--- src/hw/rtl/rrlb_pkg.sv ---
// shared constants, types and helpers for the receive line buffer
`timescale 1ns / 1ps

package rrlb_pkg;

    // ring geometry
    localparam int DEPTH = 64;
    localparam int IDX_W = $clog2(DEPTH);
    // counter wide enough to hold DEPTH itself
    localparam int CNT_W = IDX_W + 1;
    // common width for comparing counts against the 8-bit limit
    localparam int CMP_W = (CNT_W > 8) ? CNT_W : 8;

    // operation codes
    localparam logic [1:0] OP_PUSH  = 2'd0;
    localparam logic [1:0] OP_QUERY = 2'd1;
    localparam logic [1:0] OP_READ  = 2'd2;

    // result kinds
    localparam logic [1:0] KIND_DATA  = 2'd0;
    localparam logic [1:0] KIND_QUERY = 2'd1;
    localparam logic [1:0] KIND_EMPTY = 2'd2;

    // one result as handed from the sequencer to the output stage
    typedef struct packed {
        logic       valid;
        logic [1:0] kind;
        logic [7:0] data;
        logic       last;
        logic       found;
        logic [5:0] count;
    } res_t;

    // ring index increment with wrap
    function automatic logic [IDX_W-1:0] next_idx(input logic [IDX_W-1:0] i);
        logic [IDX_W-1:0] r;
        if (i == IDX_W'(DEPTH - 1))
            r = '0;
        else
            r = i + 1'b1;
        return r;
    endfunction

endpackage

--- src/hw/rtl/rrlb_ram.sv ---
// generic single-write, single-read ram with registered read data
`timescale 1ns / 1ps

module rrlb_ram #(
    parameter int WIDTH = 8,
    parameter int DEPTH = 64
) (
    input  logic                     clk,
    input  logic                     wr_en,
    input  logic [$clog2(DEPTH)-1:0] wr_addr,
    input  logic [WIDTH-1:0]         wr_data,
    input  logic [$clog2(DEPTH)-1:0] rd_addr,
    output logic [WIDTH-1:0]         rd_data
);

    logic [WIDTH-1:0] mem [DEPTH];
    logic [WIDTH-1:0] rd_data_reg;

    always_ff @(posedge clk)
    begin
        if (wr_en)
        begin
            mem[wr_addr] <= wr_data;
        end
        rd_data_reg <= mem[rd_addr];
    end

    assign rd_data = rd_data_reg;

endmodule

--- src/hw/rtl/rrlb_ctrl.sv ---
// sequencer: ring indices, entry walk and shared delimiter compare
`timescale 1ns / 1ps

module rrlb_ctrl (
    input  logic                      clk,
    input  logic                      rst_n,
    input  logic                      start,
    input  logic [1:0]                opcode,
    input  logic [7:0]                rx_byte,
    input  logic [7:0]                read_limit,
    input  logic [7:0]                eol_char,
    output logic                      busy,
    output logic                      ram_we,
    output logic [rrlb_pkg::IDX_W-1:0] ram_waddr,
    output logic [7:0]                ram_wdata,
    output logic [rrlb_pkg::IDX_W-1:0] ram_raddr,
    input  logic [7:0]                ram_rdata,
    output rrlb_pkg::res_t            res
);

    import rrlb_pkg::*;

    localparam logic [1:0] ST_IDLE  = 2'd0;
    localparam logic [1:0] ST_QUERY = 2'd1;
    localparam logic [1:0] ST_READ  = 2'd2;

    logic [1:0]       state_reg, state_next;
    logic [IDX_W-1:0] head_reg, head_next;
    logic [IDX_W-1:0] tail_reg, tail_next;
    logic [IDX_W-1:0] ptr_reg, ptr_next;
    logic [7:0]       eol_reg, eol_next;
    logic [7:0]       limit_reg, limit_next;
    logic [CNT_W-1:0] count_reg, count_next;

    logic             accept;
    logic             ring_empty;
    logic             limit_bad;
    logic             eol_hit;
    logic             at_limit;
    logic [CNT_W-1:0] count_inc;

    assign busy       = (state_reg != ST_IDLE);
    assign accept     = start && !busy;
    assign ring_empty = (head_reg == tail_reg);
    assign limit_bad  = (read_limit == 8'd0) || (CMP_W'(read_limit) > CMP_W'(DEPTH));
    // the one compare unit, shared by query and read walks
    assign eol_hit    = (ram_rdata == eol_reg);
    assign count_inc  = count_reg + 1'b1;
    assign at_limit   = (CMP_W'(count_inc) == CMP_W'(limit_reg));

    always_comb
    begin
        state_next = state_reg;
        head_next  = head_reg;
        tail_next  = tail_reg;
        ptr_next   = ptr_reg;
        eol_next   = eol_reg;
        limit_next = limit_reg;
        count_next = count_reg;
        ram_we     = 1'b0;
        ram_waddr  = tail_reg;
        ram_wdata  = rx_byte;
        ram_raddr  = ptr_reg;
        res        = '0;

        case (state_reg)
            ST_IDLE:
            begin
                // prefetch the oldest entry so a walk can start next cycle
                ram_raddr = head_reg;
                if (accept)
                begin
                    case (opcode)
                        OP_PUSH:
                        begin
                            ram_we    = 1'b1;
                            tail_next = next_idx(tail_reg);
                            if (next_idx(tail_reg) == head_reg)
                            begin
                                head_next = next_idx(head_reg);
                            end
                        end
                        OP_QUERY:
                        begin
                            eol_next = eol_char;
                            if (ring_empty)
                            begin
                                res.valid = 1'b1;
                                res.kind  = KIND_QUERY;
                                res.last  = 1'b1;
                            end
                            else
                            begin
                                ptr_next   = next_idx(head_reg);
                                state_next = ST_QUERY;
                            end
                        end
                        OP_READ:
                        begin
                            if (limit_bad || ring_empty)
                            begin
                                res.valid = 1'b1;
                                res.kind  = KIND_EMPTY;
                                res.last  = 1'b1;
                            end
                            else
                            begin
                                eol_next   = eol_char;
                                limit_next = read_limit;
                                count_next = '0;
                                ptr_next   = next_idx(head_reg);
                                state_next = ST_READ;
                            end
                        end
                        default:
                        begin
                        end
                    endcase
                end
            end
            ST_QUERY:
            begin
                // ram data holds the entry just before ptr
                if (eol_hit || (ptr_reg == tail_reg))
                begin
                    res.valid  = 1'b1;
                    res.kind   = KIND_QUERY;
                    res.last   = 1'b1;
                    res.found  = eol_hit;
                    state_next = ST_IDLE;
                end
                else
                begin
                    ptr_next = next_idx(ptr_reg);
                end
            end
            ST_READ:
            begin
                // pop the entry at head, which ram data holds
                res.valid  = 1'b1;
                res.kind   = KIND_DATA;
                res.data   = ram_rdata;
                head_next  = ptr_reg;
                count_next = count_inc;
                if (eol_hit || (ptr_reg == tail_reg) || at_limit)
                begin
                    res.last   = 1'b1;
                    res.count  = 6'(count_inc);
                    state_next = ST_IDLE;
                end
                else
                begin
                    ptr_next = next_idx(ptr_reg);
                end
            end
            default:
            begin
                state_next = ST_IDLE;
            end
        endcase
    end

    always_ff @(posedge clk or negedge rst_n)
    begin
        if (!rst_n)
        begin
            state_reg <= ST_IDLE;
            head_reg  <= '0;
            tail_reg  <= '0;
        end
        else
        begin
            state_reg <= state_next;
            head_reg  <= head_next;
            tail_reg  <= tail_next;
        end
    end

    always_ff @(posedge clk)
    begin
        ptr_reg   <= ptr_next;
        eol_reg   <= eol_next;
        limit_reg <= limit_next;
        count_reg <= count_next;
    end

    // a push leaves the sequencer idle and the ring non-empty in the next cycle
    a_push_single: assert property (@(posedge clk) disable iff (!rst_n)
        accept && (opcode == OP_PUSH) |=> !busy && (head_reg != tail_reg))
        else $error("push did not complete in one cycle");

    // the final result of an item returns the sequencer to idle
    a_last_idle: assert property (@(posedge clk) disable iff (!rst_n)
        res.valid && res.last |=> (state_reg == ST_IDLE))
        else $error("sequencer busy after final result");

    // only data bytes of a read may be followed by more results
    a_not_last_data: assert property (@(posedge clk) disable iff (!rst_n)
        res.valid && !res.last |-> (res.kind == KIND_DATA) && (state_reg == ST_READ))
        else $error("non-final result outside a read walk");

    // a read walk never runs in an empty ring
    a_walk_nonempty: assert property (@(posedge clk) disable iff (!rst_n)
        (state_reg == ST_READ) |-> (head_reg != tail_reg))
        else $error("read walk on empty ring");

endmodule

--- src/hw/rtl/rx_ring_line_buffer.sv ---
// top level of the receive ring line buffer: sequencer, byte ram, result register
`timescale 1ns / 1ps

// channel   | handshake               | payload
// ----------+-------------------------+---------------------------------------------
// command   | start high, busy low    | opcode, rx_byte, read_limit, eol_char
// result    | result_valid, one cycle | result_kind, data_byte, is_last, delim_seen,
//           |                         | bytes_read
//
// a push leaves busy low
// a query examines entries from head until a delimiter (up to the fill level)
// a read pops bytes up to a delimiter or the limit; the single ram read port sets
// the pace of one entry per cycle
// every result leaves through a register, in the cycle after it is formed
// asynchronous active-low reset empties the ring; the receiver cannot stall

module rx_ring_line_buffer (
    input  logic       clk,
    input  logic       rst_n,
    input  logic       start,
    output logic       busy,
    input  logic [1:0] opcode,
    input  logic [7:0] rx_byte,
    input  logic [7:0] read_limit,
    input  logic [7:0] eol_char,
    output logic       result_valid,
    output logic [1:0] result_kind,
    output logic [7:0] data_byte,
    output logic       is_last,
    output logic       delim_seen,
    output logic [5:0] bytes_read
);

    import rrlb_pkg::*;

    // ram hookup
    logic             ram_we;
    logic [IDX_W-1:0] ram_waddr;
    logic [7:0]       ram_wdata;
    logic [IDX_W-1:0] ram_raddr;
    logic [7:0]       ram_rdata;

    // result from the sequencer, before the output register
    res_t res;

    // output register: strobe is control, fields are payload
    logic       result_valid_reg;
    logic [1:0] result_kind_reg;
    logic [7:0] data_byte_reg;
    logic       is_last_reg;
    logic       delim_seen_reg;
    logic [5:0] bytes_read_reg;

    rrlb_ctrl u_ctrl (
        .clk        (clk),
        .rst_n      (rst_n),
        .start      (start),
        .opcode     (opcode),
        .rx_byte    (rx_byte),
        .read_limit (read_limit),
        .eol_char   (eol_char),
        .busy       (busy),
        .ram_we     (ram_we),
        .ram_waddr  (ram_waddr),
        .ram_wdata  (ram_wdata),
        .ram_raddr  (ram_raddr),
        .ram_rdata  (ram_rdata),
        .res        (res)
    );

    // byte store, never cleared: only entries between head and tail are read
    rrlb_ram #(
        .WIDTH (8),
        .DEPTH (DEPTH)
    ) u_ram (
        .clk     (clk),
        .wr_en   (ram_we),
        .wr_addr (ram_waddr),
        .wr_data (ram_wdata),
        .rd_addr (ram_raddr),
        .rd_data (ram_rdata)
    );

    // the strobe lasts exactly one cycle per result
    always_ff @(posedge clk or negedge rst_n)
    begin
        if (!rst_n)
        begin
            result_valid_reg <= 1'b0;
        end
        else
        begin
            result_valid_reg <= res.valid;
        end
    end

    // payload only loads when a result is formed
    always_ff @(posedge clk)
    begin
        if (res.valid)
        begin
            result_kind_reg <= res.kind;
            data_byte_reg   <= res.data;
            is_last_reg     <= res.last;
            delim_seen_reg  <= res.found;
            bytes_read_reg  <= res.count;
        end
    end

    assign result_valid = result_valid_reg;
    assign result_kind  = result_kind_reg;
    assign data_byte    = data_byte_reg;
    assign is_last      = is_last_reg;
    assign delim_seen   = delim_seen_reg;
    assign bytes_read   = bytes_read_reg;

endmodule
--- config.mk ---
export PLATFORM = sky130hd
export DESIGN_NAME = rx_ring_line_buffer
export DESIGN_NICKNAME = d
export VERILOG_FILES = /design/src/hw/rtl/rrlb_pkg.sv /design/src/hw/rtl/rrlb_ram.sv /design/src/hw/rtl/rrlb_ctrl.sv /design/src/hw/rtl/rx_ring_line_buffer.sv
export SDC_FILE = /design/constraint.sdc
export NUM_CORES = 1
export LEC_CHECK = 0
export BUFFER_PORTS_ARGS = -buffer_cell sky130_fd_sc_hd__buf_4
export CELL_PAD_IN_SITES_DETAIL_PLACEMENT = 1
export CELL_PAD_IN_SITES_GLOBAL_PLACEMENT = 1
export CORE_MARGIN = 4
export CORE_UTILIZATION = 45
export CTS_BUF_LIST = sky130_fd_sc_hd__clkbuf_16
export CTS_CLUSTER_SIZE = 28
export DETAILED_ROUTE_END_ITERATION = 6
export PLACE_DENSITY_LB_ADDON = 0.1
export SLEW_MARGIN = 15
export SYNTH_ARGS = -nofsm -noshare
export SYNTH_HDL_FRONTEND = slang
export SYNTH_SLANG_ARGS = --single-unit
--- constraint.sdc ---
create_clock -name clk -period 4 [get_ports clk]
set_clock_uncertainty 0.05 [all_clocks]
set_input_delay 0.4 -clock clk [delete_from_list [all_inputs] [get_ports clk]]
set_output_delay 0.4 -clock clk [all_outputs]
set_load 0.05 [all_outputs]
==> results of run 1 <==
## logic make-up (layout without fill, tap and decap cells)
kind of cell / Yosys count / in the layout
other: 0 / 1
flip-flops: 582 / 582
AND/OR/NAND/NOR: 542 / 542
AO/OA/AOI/OAI: 958 / 958
buffers and inverters: 223 / 326
XOR/XNOR: 44 / 44
adder cells (fa/ha/maj): 13 / 13
multiplexers: 61 / 61
## final cells by class
class	count	share of cell area, %
inverter	15	0.176
clock buffer	69	5.41
multi-input combinational	1618	30.2
timing repair buffer	189	5.16
sequential	582	54.3
tap	837	3.28
clock inverter	53	1.51
antenna	1	0.00784
## critical path: stages (launching register included)
cell and delay [ns]:
dfrtp_1 0.42, inv_1 0.16, ha_4 0.40, nand2b_1 0.24, o22a_1 0.72, nor2_1 0.33, o21ai_0 0.27, nand4_1 0.27
or2_1 0.40, nor3_1 0.21
## cell usage in the layout, fill, tap and decap left out, types with 12 or more instances in the layout
cell type / Yosys / layout
nor2_1: 119 / 119
edfxtp_1: 559 / 559
nand2_1: 199 / 199
nor3_1: 62 / 62
nand4_1: 16 / 16
buf_4: 19 / 157
a21boi_0: 110 / 110
a21oi_1: 376 / 374
dlygate4sd3_1: 0 / 17
and3_1: 39 / 39
a31oi_1: 56 / 56
clkinv_2: 0 / 12
inv_1: 13 / 28
a22oi_1: 22 / 22
buf_12: 0 / 15
o21ai_0: 88 / 88
xor2_1: 28 / 28
xnor2_1: 16 / 16
o31ai_1: 15 / 15
nor4_1: 19 / 19
mux2i_1: 59 / 59
clkbuf_16: 0 / 69
a211oi_1: 140 / 140
dfrtp_1: 15 / 13
o22ai_1: 101 / 101
nand3_1: 35 / 35
## per-stage QoR
step / setup slack (ns) / hold slack [ns] / area [sq um]
after floorplan: 0.672 / 0.0544 / 28000
after global placement: 0.547 / 0.225 / 29600
after detailed placement: 0.533 / 0.226 / 29600
after CTS: 0.490 / 0.144 / 31900
after global routing: 0.313 / 0.182 / 31900
final: 0.450 / 0.165 / 31900
## what timing repair did
item,in CTS,in global routing
hold buffers,17,0
gates resized for setup,0,0
hold endpoints to repair,31,0
setup endpoints to repair,0,0
## path summary, 6_finish.rpt
kind,cells past startpoint,startpoint,end,slack [ns]
worst max-delay path,9,u_ctrl.state_reg[0],u_ram.rd_data[5],0.45
worst min-delay path,2,rst_n,u_ctrl.ram_waddr[3],0.16
worst max register to register,9,u_ctrl.state_reg[0],u_ram.rd_data[5],0.45
worst min register to register,1,u_ram.rd_data[5],data_byte[5],0.60
max in group asynchronous,2,rst_n,u_ctrl.head_reg[0],3.52
min in group clk,3,start,result_kind[1],0.28
## layer usage
layer,track usage [%],share of wire [%]
met5,0,0
met4,8.30,3.0
met3,4.33,5.6
met2,44.7,48
met1,37.6,43
## power by group through the flow
stage	logic, W	registers [W]	clock network (W)
2_1_floorplan	0.00843	0.00743	0
3_3_place_gp	0.0120	0.00769	0
3_5_place_dp	0.0123	0.00770	0
4_1_cts	0.0124	0.00758	0.00631
5_1_grt	0.0136	0.00762	0.00657
6_report	0.0125	0.00759	0.00622
==> summary.md, run 1 <==
Hold path
* class of the most critical hold timing path: in2async

Power
* IR Drop Worst-Case VDD: 510 uV
* sequential power share: 28.9%
* share of total power in the clock network: 23.6%
* net switching power: 0.0115 W
* switching share of total power: 43.7%
* Pwr Density: 824 nW/um^2
* internal power: 0.0148 W
* Leak Pwr: 10.6 nW
* combinational power share: 47.5%
* sum of internal, switching and leakage power: 0.0263 W

Logic synthesis
* mux share of post-synthesis cell area: 2.23%
* post-synthesis xor/xnor area fraction: 1.38%
* register bit count reported by yosys: 582
* number of instances in the synthesized netlist: 2423
* leading post-synthesis cells by instance count: 559 x edfxtp_1, 376 x a21oi_1, 199 x nand2_1
* ys flop type: edfxtp_1
* top cell type's share of synthesized area: 59.9%
* average instance area after synthesis: 11.6 sq um
* area leader, netlist: edfxtp_1
* combinational family with the most area after synthesis: compound AO/OA/AOI/OAI gates
* post-synthesis share of cell area spent on and, or, nand and nor gates: 9.00%
* Cell Area, Synth: 28000 sq um
* number of enable-type register cells in the synthesized netlist: 559
* async set-reset flop share out of synthesis: 2.58%
* area fraction in compound gates after synthesis: 21.2%
* largest cells by area after synthesis: edfxtp_1 60%, a21oi_1 6.7%, a211oi_1 3.8%, a21boi_0 2.9%, nand2_1 2.7%
* top-count cell post-synth: edfxtp_1
* count of cell types in the netlist: 76
* adder and majority cell fraction of the synthesized area: 0.572%
* sequential element share of the synthesized area: 61.9%
* Ys Warns: 0
* Synth Net Count: 2464

Setup path
* crit start category: register
* critical path start-end classification: reg2reg
* data arrival time of the critical path: 4.04 ns
* capturing element type of the critical path: register
* maximum fanout along the worst path: 22
* Crit path required time: 4.49 ns

Route
* Antenna Violating Nets Remaining: 0
* iteration count of the initial detailed-routing pass: 5
* ratio of routed vias to standard cells: 6.34
* average wire length per cell after detail routing: 27.3 um
* WL final: 91700 um
* First DRT Iteration DRCs: 1960
* via count: 21.3k
* Remaining DRCs: 0

Job
* number of maximum-capacitance violations: 0

Global route
* overall global routing resource usage: 27.2%
* maximum number of pins on one net before global-route repair: 145
* remaining global-route overflow: 0
* vias in the first global route: 22.0k
* wire length of the first global-routing pass: 139000 um
* antenna violations before repair: 0

Cells and area
* fraction of layout instances using a drive strength above 1: 12.0%
* register ranked first by flip-flop count: u_ram.mem
* flip-flop and latch area: 17300 sq um
* flip-flop count of the largest register after layout: 512
* core occupancy in the finished layout: 51.8%
* signed area change from the synthesized netlist to the final layout: 14.0%
* area occupied by multi-input gates: 9640 sq um
* net total in the final layout: 2514
* final cell count without fillers: 3364
* FILL cells: 6400

CTS
* master cell of the clock root buffer: clkbuf_16
* TritonCTS clock tree: yes
* insertion delay of the later-clocked pin in the worst-skew pair: 0.62 ns
* number of buffers on the longest clock path: 3
* Worst-path clk slew: 0.06 ns
* count of H-tree levels built during CTS: 3
* post-CTS setup repair buffer count: 0
* clock tree sinks: 582
* TritonCTS Buffers: 67

Timing
* Slew Limit Fails: 0
* setup repair after global routing missed its margin: false
* final worst-path cycle share: 88.7%
* max frequency: 282 MHz
* number of failing hold endpoints at the final stage: 0
* final period demand of the worst path: 3.55 ns
* Setup Total Neg Slack: 0 ns
* max-slew headroom at the worst pin: 32.0%
* transition at the pin with the smallest max-transition slack: 1.02 ns
* number of setup violations in the final report: 0

Die
* die area: 66300 sq um
* area of the placeable core: 61700 sq um
* number of I/O pins: 49
* horizontal die dimension: 257 um
* starting density of the core: 45.4%
* row count: 91
* chip height: 257 um

Placed design
* number of port buffers: 48
* routability congestion estimate from global placement: 0.857
* placed cell count: 3224
* half-perimeter wire length after detailed placement: 55500 um

Status
* run status: completed

Power figures use the tool's default switching activity.
==> inputs of run 2 (changes only) <==
clock period = 4.35 ns   (was 4 ns; I/O delays follow)
==> run 2 against run 1 <==
Net effect: combinational power fell by 9%; critical endpoint is now u_ram.rd_data[3]; total power shrank 10%; setup slack improved by 0.13 ns.
==> summary.md, run 2 (synthesized netlist as in run 1, its figures left out) <==
Die
* number of I/O pins: 49, unchanged
* area of the placeable core: 61700 sq um, unchanged
* die area: 66300 sq um, unchanged
* chip height: 257 um, unchanged
* horizontal die dimension: 257 um, unchanged
* starting density of the core: 45.4%, unchanged
* row count: 91, unchanged

Route
* via count: 21.1k, was 21.3k
* ratio of routed vias to standard cells: 6.37, was 6.34
* Remaining DRCs: 0, unchanged
* WL final: 91900 um, was 91700 um
* Antenna Violating Nets Remaining: 0, unchanged
* average wire length per cell after detail routing: 27.7 um, was 27.3 um
* First DRT Iteration DRCs: 1823, was 1960
* iteration count of the initial detailed-routing pass: 7, was 5

Setup path
* most frequent cell on the critical path: buf_12
* number of cells traversed by the worst register-to-register path: 10, was 9
* crit start category: register, unchanged
* maximum fanout along the worst path: 36, was 22
* buffering stage count on the worst path with inverters included: 3, was 1
* critical path start-end classification: reg2reg, unchanged
* data arrival time of the critical path: 4.24 ns, was 4.04 ns
* capturing element type of the critical path: register, unchanged
* endpoint of the lowest-slack register-to-register path: u_ram.rd_data[3], was u_ram.rd_data[5]
* slowest cell on the critical path: mux2i_4, was o22a_1
* register-to-register path setup slack: 0.58 ns, was 0.45 ns
* Crit path required time: 4.83 ns, was 4.49 ns
* start point of the critical path: u_ctrl.state_reg[0], unchanged
* Worst path top cell family by delay: simple AND/OR/NAND/NOR gates, unchanged
* ordered list of cells on the worst path: inv_1 -> ha_4 -> mux2i_4 -> buf_12 -> buf_12 -> a21oi_1 -> o21ai_0 -> nand4_1 -> or2_0 -> nor3_1, was inv_1 -> ha_4 -> nand2b_1 -> o22a_1 -> nor2_1 -> o21ai_0 -> nand4_1 -> or2_1 -> nor3_1
* worst r2r src: u_ctrl.state_reg[0], unchanged
* delay contributed by the slowest stage of the critical path: 0.79 ns, was 0.72 ns

CTS
* post-CTS setup repair buffer count: 0, unchanged
* TritonCTS clock tree: yes, unchanged
* count of H-tree levels built during CTS: 3, unchanged
* master cell of the clock root buffer: clkbuf_16, unchanged
* insertion delay of the later-clocked pin in the worst-skew pair: 0.61 ns, was 0.62 ns
* TritonCTS Buffers: 67, unchanged
* number of cells upsized or downsized after cts: 0, unchanged
* number of buffers on the longest clock path: 3, unchanged
* Worst-path clk slew: 0.06 ns, about the same
* clock tree sinks: 582, unchanged

Placed design
* standard cell area after detailed placement: 29200 sq um, was 29600 sq um
* half-perimeter wire length after detailed placement: 56300 um, was 55500 um
* routability congestion estimate from global placement: 0.883, was 0.857
* number of port buffers: 48, unchanged
* placed cell count: 3184, was 3224

Timing
* max-slew headroom at the worst pin: 31.7%, was 32.0%
* number of failing hold endpoints at the final stage: 0, unchanged
* final worst-path cycle share: 86.6%, was 88.7%
* transition at the pin with the smallest max-transition slack: 1.02 ns, about the same
* Slew Limit Fails: 0, unchanged
* number of setup violations in the final report: 0, unchanged
* final period demand of the worst path: 3.77 ns, was 3.55 ns
* setup repair after global routing missed its margin: false, unchanged
* max frequency: 265 MHz, was 282 MHz
* Setup Total Neg Slack: 0 ns, unchanged

Global route
* wire length of the first global-routing pass: 139000 um, about the same
* maximum number of pins on one net before global-route repair: 147, was 145
* remaining global-route overflow: 0, unchanged
* overall global routing resource usage: 27.3%, was 27.2%
* vias in the first global route: 22.0k, about the same
* antenna violations before repair: 1, was 0

Cells and area
* commonest non-fill, non-tap cell in the layout: edfxtp_1, unchanged
* register ranked first by flip-flop count: u_ram.mem, unchanged
* net total in the final layout: 2474, was 2514
* fraction of layout instances using a drive strength above 1: 10.0%, was 12.0%
* final cell count without fillers: 3319, was 3364
* Post-Layout Inst Area: 31400 sq um, was 31900 sq um
* signed area change from the synthesized netlist to the final layout: 12.0%, was 14.0%
* flip-flop count of the largest register after layout: 512, unchanged
* commonest cells after routing, fill and taps aside: 559 x edfxtp_1, 374 x a21oi_1, 199 x nand2_1, unchanged

Power
* Leak Pwr: 10.2 nW, was 10.6 nW
* IR Drop Worst-Case VDD: 561 uV, was 510 uV
* Pwr Density: 753 nW/um^2, was 824 nW/um^2

Hold path
* class of the most critical hold timing path: in2async, unchanged

Status
* run status: completed, unchanged

Job
* number of maximum-capacitance violations: 0, unchanged

[run 2: cell types whose count changed in the layout (fill, tap and decap cells not counted), sizes merged]
cell / previous run / this run
inv: 33 / 35
clkinv: 26 / 27
clkinvlp: 1 / 0
bufinv: 8 / 1
buf: 172 / 132
[run 2: final cells by class]
type / instances / area [sq um]
Clock buffer: 69 / 1730
Tap cell: 837 / 1050
Sequential cell: 582 / 17300
Clock inverter: 48 / 236
Inverter: 15 / 56.3
Multi-Input combinational cell: 1618 / 9640
Timing Repair Buffer: 149 / 1320
Antenna cell: 1 / 2.50
Fill cell: 6420 / 30300
[run 2: power breakdown]
group | total [W] | leakage, nW | switching [W] | internal (W)
Sequential | 0.00701 | 5.31 | 0.000573 | 0.00644
Clock | 0.00517 | 1.04 | 0.00225 | 0.00292
Combinational | 0.0114 | 3.90 | 0.00768 | 0.00375
Total | 0.0236 | 10.2 | 0.0105 | 0.0131
[run 2: layer usage]
layer	routed length [um]	track usage [%]	vias up
li1	-	-	9408
met1	38800	36.2	10800
met2	44500	45.4	706
met3	5250	4.73	186
met4	3450	9.99	0
met5	0	0	-
[run 2: how the worst max path moves through the flow]
| stage | slack [ns] | depth (start not counted) | endpoint |
|---|---|---|---|
| after floorplan | 1.02 | 12 | bytes_read[0] |
| after global placement | 0.77 | 10 | u_ram.rd_data[3] |
| after detailed placement | 0.75 | 10 | u_ram.rd_data[2] |
| after CTS | 0.67 | 10 | u_ram.rd_data[3] |
| after global routing | 0.50 | 10 | u_ram.rd_data[2] |
| final | 0.58 | 10 | u_ram.rd_data[3] |
[run 2: repair_timing]
action,4_1_cts,5_1_grt
setup endpoints to repair,0,0
endpoints found under the hold margin,31,0
hold buffers,17,0
[run 2: through the flow]
stage          setup WS, ns  hold slack [ns]  total power [W]  utilization [%]
3_5_place_dp          0.750            0.266           0.0183             47.4
5_1_grt               0.505            0.192           0.0249             50.8
6_report              0.581            0.184           0.0236             50.8
2_1_floorplan          1.02           0.0894           0.0146                -
3_3_place_gp          0.772            0.268           0.0181             47.4
4_1_cts               0.669            0.169           0.0236             50.8
==> inputs of run 3 (changes only) <==
--- a/config.mk
+++ b/config.mk
@@ -6,4 +6,5 @@
 export NUM_CORES = 1
 export LEC_CHECK = 0
+export ABC_AREA = 1
 export BUFFER_PORTS_ARGS = -buffer_cell sky130_fd_sc_hd__buf_4
 export CELL_PAD_IN_SITES_DETAIL_PLACEMENT = 1
==> constraint.sdc (replaced) <==
create_clock -name clk -period 4.35 [get_ports clk]
set_clock_uncertainty 0.05 [all_clocks]
set_input_delay 0.87 -clock clk [delete_from_list [all_inputs] [get_ports clk]]
set_output_delay 0.87 -clock clk [all_outputs]
set_load 0.05 [all_outputs]
==> run 3 against run 2 <==
Net effect: critical path type unchanged; global-route usage shrank 3.2 points; register-to-register slack gained 0.24 ns; wire length shrank 23%; total power shrank 16%; synthesized area shrank 11%; maximum frequency grew 6.7%; critical path depth grew 1; highest routed layer unchanged; die area shrank 10%; synthesized cell count shrank 6.1%; final cell count shrank 5.2%.
==> summary.md, run 3 <==
Setup path
* delay contributed by the slowest stage of the critical path: 0.77 ns, was 0.79 ns
* Worst path top cell family by delay: compound AO/OA/AOI/OAI gates, was simple AND/OR/NAND/NOR gates
* most frequent cell on the critical path: nand3_1, was buf_12
* maximum fanout along the worst path: 120, was 36
* critical path start-end classification: reg2reg, unchanged
* ordered list of cells on the worst path: inv_1 -> ha_1 -> o21ai_4 -> buf_12 -> a21oi_1 -> o21ai_0 -> nand3_1 -> nand3_1 -> nand3_1 -> nand3_1 -> nand2_1, was inv_1 -> ha_4 -> mux2i_4 -> buf_12 -> buf_12 -> a21oi_1 -> o21ai_0 -> nand4_1 -> or2_0 -> nor3_1
* slowest cell on the critical path: o21ai_4, was mux2i_4
* data arrival time of the critical path: 3.96 ns, was 4.24 ns
* crit start category: register, unchanged
* Crit path required time: 4.78 ns, was 4.83 ns
* capturing element type of the critical path: register, unchanged
* buffering stage count on the worst path with inverters included: 2, was 3

Global route
* wire length of the first global-routing pass: 110000 um, was 139000 um
* remaining global-route overflow: 0, unchanged
* overall global routing resource usage: 24.1%, was 27.3%
* vias in the first global route: 17.8k, was 22.0k
* antenna violations before repair: 1, unchanged
* maximum number of pins on one net before global-route repair: 160, was 147

Route
* ratio of routed vias to standard cells: 5.43, was 6.37
* Antenna Violating Nets Remaining: 0, unchanged
* via count: 17.1k, was 21.1k
* WL final: 71200 um, was 91900 um
* average wire length per cell after detail routing: 22.6 um, was 27.7 um
* First DRT Iteration DRCs: 1374, was 1823
* iteration count of the initial detailed-routing pass: 5, was 7
* Remaining DRCs: 0, unchanged

Timing
* setup repair after global routing missed its margin: false, unchanged
* final period demand of the worst path: 3.53 ns, was 3.77 ns
* Slew Limit Fails: 0, unchanged
* number of setup violations in the final report: 0, unchanged
* Setup Total Neg Slack: 0 ns, unchanged
* max-slew headroom at the worst pin: 20.1%, was 31.7%
* max frequency: 283 MHz, was 265 MHz
* number of failing hold endpoints at the final stage: 0, unchanged
* setup ws final: 0.818 ns, was 0.581 ns
* transition at the pin with the smallest max-transition slack: 1.19 ns, was 1.02 ns
* final worst-path cycle share: 81.2%, was 86.6%

Cells and area
* flip-flop and latch area: 17300 sq um, about the same
* register ranked first by flip-flop count: u_ram.mem, unchanged
* final cell count without fillers: 3146, was 3319
* net total in the final layout: 2388, was 2474
* area occupied by multi-input gates: 6170 sq um, was 9640 sq um
* flip-flop count of the largest register after layout: 512, unchanged
* fraction of layout instances using a drive strength above 1: 9.39%, was 10.0%
* commonest non-fill, non-tap cell in the layout: nand2_1, was edfxtp_1
* signed area change from the synthesized netlist to the final layout: 14.1%, was 12.0%
* FILL cells: 5872, was 6420
* commonest cells after routing, fill and taps aside: 606 x nand2_1, 559 x edfxtp_1, 290 x inv_1, 290 x nand3_1, 160 x o211ai_1, was 559 x edfxtp_1, 374 x a21oi_1, 199 x nand2_1

Logic synthesis
* largest cells by area after synthesis: edfxtp_1 67%, nand2_1 9.1%, nand3_1 5.8%, o211ai_1 4.8%, inv_1 4.3%, was edfxtp_1 60%, a21oi_1 6.7%, a211oi_1 3.8%, a21boi_0 2.9%, nand2_1 2.7%
* sequential element share of the synthesized area: 69.1%, was 61.9%
* async set-reset flop share out of synthesis: 2.58%, unchanged
* Cell Area, Synth: 25100 sq um, was 28000 sq um
* average instance area after synthesis: 11.0 sq um, was 11.6 sq um
* leading post-synthesis cells by instance count: 606 x nand2_1, 559 x edfxtp_1, 290 x nand3_1, was 559 x edfxtp_1, 376 x a21oi_1, 199 x nand2_1
* Ys Warns: 0, unchanged
* number of instances in the synthesized netlist: 2275, was 2423
* area leader, netlist: edfxtp_1, unchanged
* top-count cell post-synth: nand2_1, was edfxtp_1
* Synth Net Count: 2316, was 2464
* number of enable-type register cells in the synthesized netlist: 559, unchanged
* register bit count reported by yosys: 582, unchanged
* top cell type's share of synthesized area: 67.0%, was 59.9%
* count of cell types in the netlist: 29, was 76
* ys flop type: edfxtp_1, unchanged

CTS
* master cell of the clock root buffer: clkbuf_16, unchanged
* TritonCTS clock tree: yes, unchanged
* clock tree sinks: 582, unchanged
* count of H-tree levels built during CTS: 3, unchanged
* number of buffers on the longest clock path: 3, unchanged
* Worst-path clk slew: 0.06 ns, about the same
* insertion delay of the later-clocked pin in the worst-skew pair: 0.60 ns, was 0.61 ns
* post-CTS setup repair buffer count: 0, unchanged
* number of cells upsized or downsized after cts: 0, unchanged
* TritonCTS Buffers: 66, was 67
* number of hold buffers added after cts: 0, was 17

Placed design
* number of port buffers: 48, unchanged
* worst setup timing slack at the placement stage: 0.879 ns, was 0.750 ns
* placed cell count: 3027, was 3184
* routability congestion estimate from global placement: 0.829, was 0.883
* half-perimeter wire length after detailed placement: 42500 um, was 56300 um

Status
* run status: completed, unchanged

Power
* Leak Pwr: 11.1 nW, was 10.2 nW
* Pwr Density: 694 nW/um^2, was 753 nW/um^2
* sum of internal, switching and leakage power: 0.0198 W, was 0.0236 W
* IR Drop Worst-Case VDD: 587 uV, was 561 uV

Die
* horizontal die dimension: 244 um, was 257 um
* area of the placeable core: 55100 sq um, was 61700 sq um
* number of I/O pins: 49, unchanged
* chip height: 244 um, was 257 um
* row count: 86, was 91
* starting density of the core: 45.5%, was 45.4%
* die area: 59500 sq um, was 66300 sq um

Job
* number of maximum-capacitance violations: 0, unchanged

Hold path
* class of the most critical hold timing path: in2async, unchanged

==> run 3: changes by cell type after synthesis, sizes merged, moves of 56 or more <==
cell    delta
nand2    +409
a21oi    -351
inv      +274
nand3    +253
o211ai   +158
a211oi   -140
a21boi   -110
o22ai     -97
nor3      -61
mux2i     -60
a31oi     -56
o21ai     -56
==> run 3: per-stage QoR <==
| step | hold WS [ns] | utilization [%] | area, sq um |
|---|---|---|---|
| floorplan | 0.453 | - | 25100 |
| global placement | 0.493 | 48.1 | 26500 |
| detailed placement | 0.518 | 48.1 | 26500 |
| CTS | 0.0544 | 51.9 | 28600 |
| global route | 0.0726 | 51.9 | 28600 |
| finish | 0.0889 | 51.9 | 28600 |
==> run 3: final timing paths <==
check,startpoint,slack [ns],cells past startpoint,endpoint
max,u_ctrl.state_reg[0],0.82,11,u_ram.rd_data[2]
min,rst_n,0.09,1,u_ctrl.state_reg[1]
max reg2reg,u_ctrl.state_reg[0],0.82,11,u_ram.rd_data[2]
min reg2reg,u_ctrl.state_reg[1],0.52,2,u_ctrl.state_reg[1]
max in group asynchronous,rst_n,3.95,1,u_ctrl.ram_waddr[4]
min in group clk,eol_char[1],0.42,1,u_ctrl.eol_reg[1]
==> run 3: kinds of logic (layout without fill, tap and decap cells) <==
group,after synthesis,after routing,share of synthesized area (%)
AO/OA/AOI/OAI,234,234,6.32
XOR/XNOR,14,14,0.489
adder cells (fa/ha/maj),12,12,0.599
buffers and inverters,406,527,6.44
flip-flops,582,582,69.1
other,0,2,0
AND/OR/NAND/NOR,1027,1027,17.0
==> run 3: cell type report <==
class	instances	area share [%]
antenna	2	0.0175
tap	748	3.27
clock buffer	69	6.04
timing repair buffer	119	3.39
clock inverter	48	1.31
inverter	291	3.82
multi-input combinational	1287	21.6
sequential	582	60.6
==> run 3: power breakdown <==
| group | total (W) | internal, W | switching, W |
|---|---|---|---|
| clock network | 0.00545 | 0.00322 | 0.00222 |
| logic | 0.00764 | 0.00213 | 0.00552 |
| registers | 0.00675 | 0.00643 | 0.000320 |
| total | 0.0198 | 0.0118 | 0.00806 |
==> run 3: metal layers <==
metal | part of all wire [%] | global-route usage [%]
met2 | 48 | 39.1
met3 | 5.0 | 3.44
met4 | 2.9 | 7.63
met1 | 45 | 33.9
met5 | 0 | 0
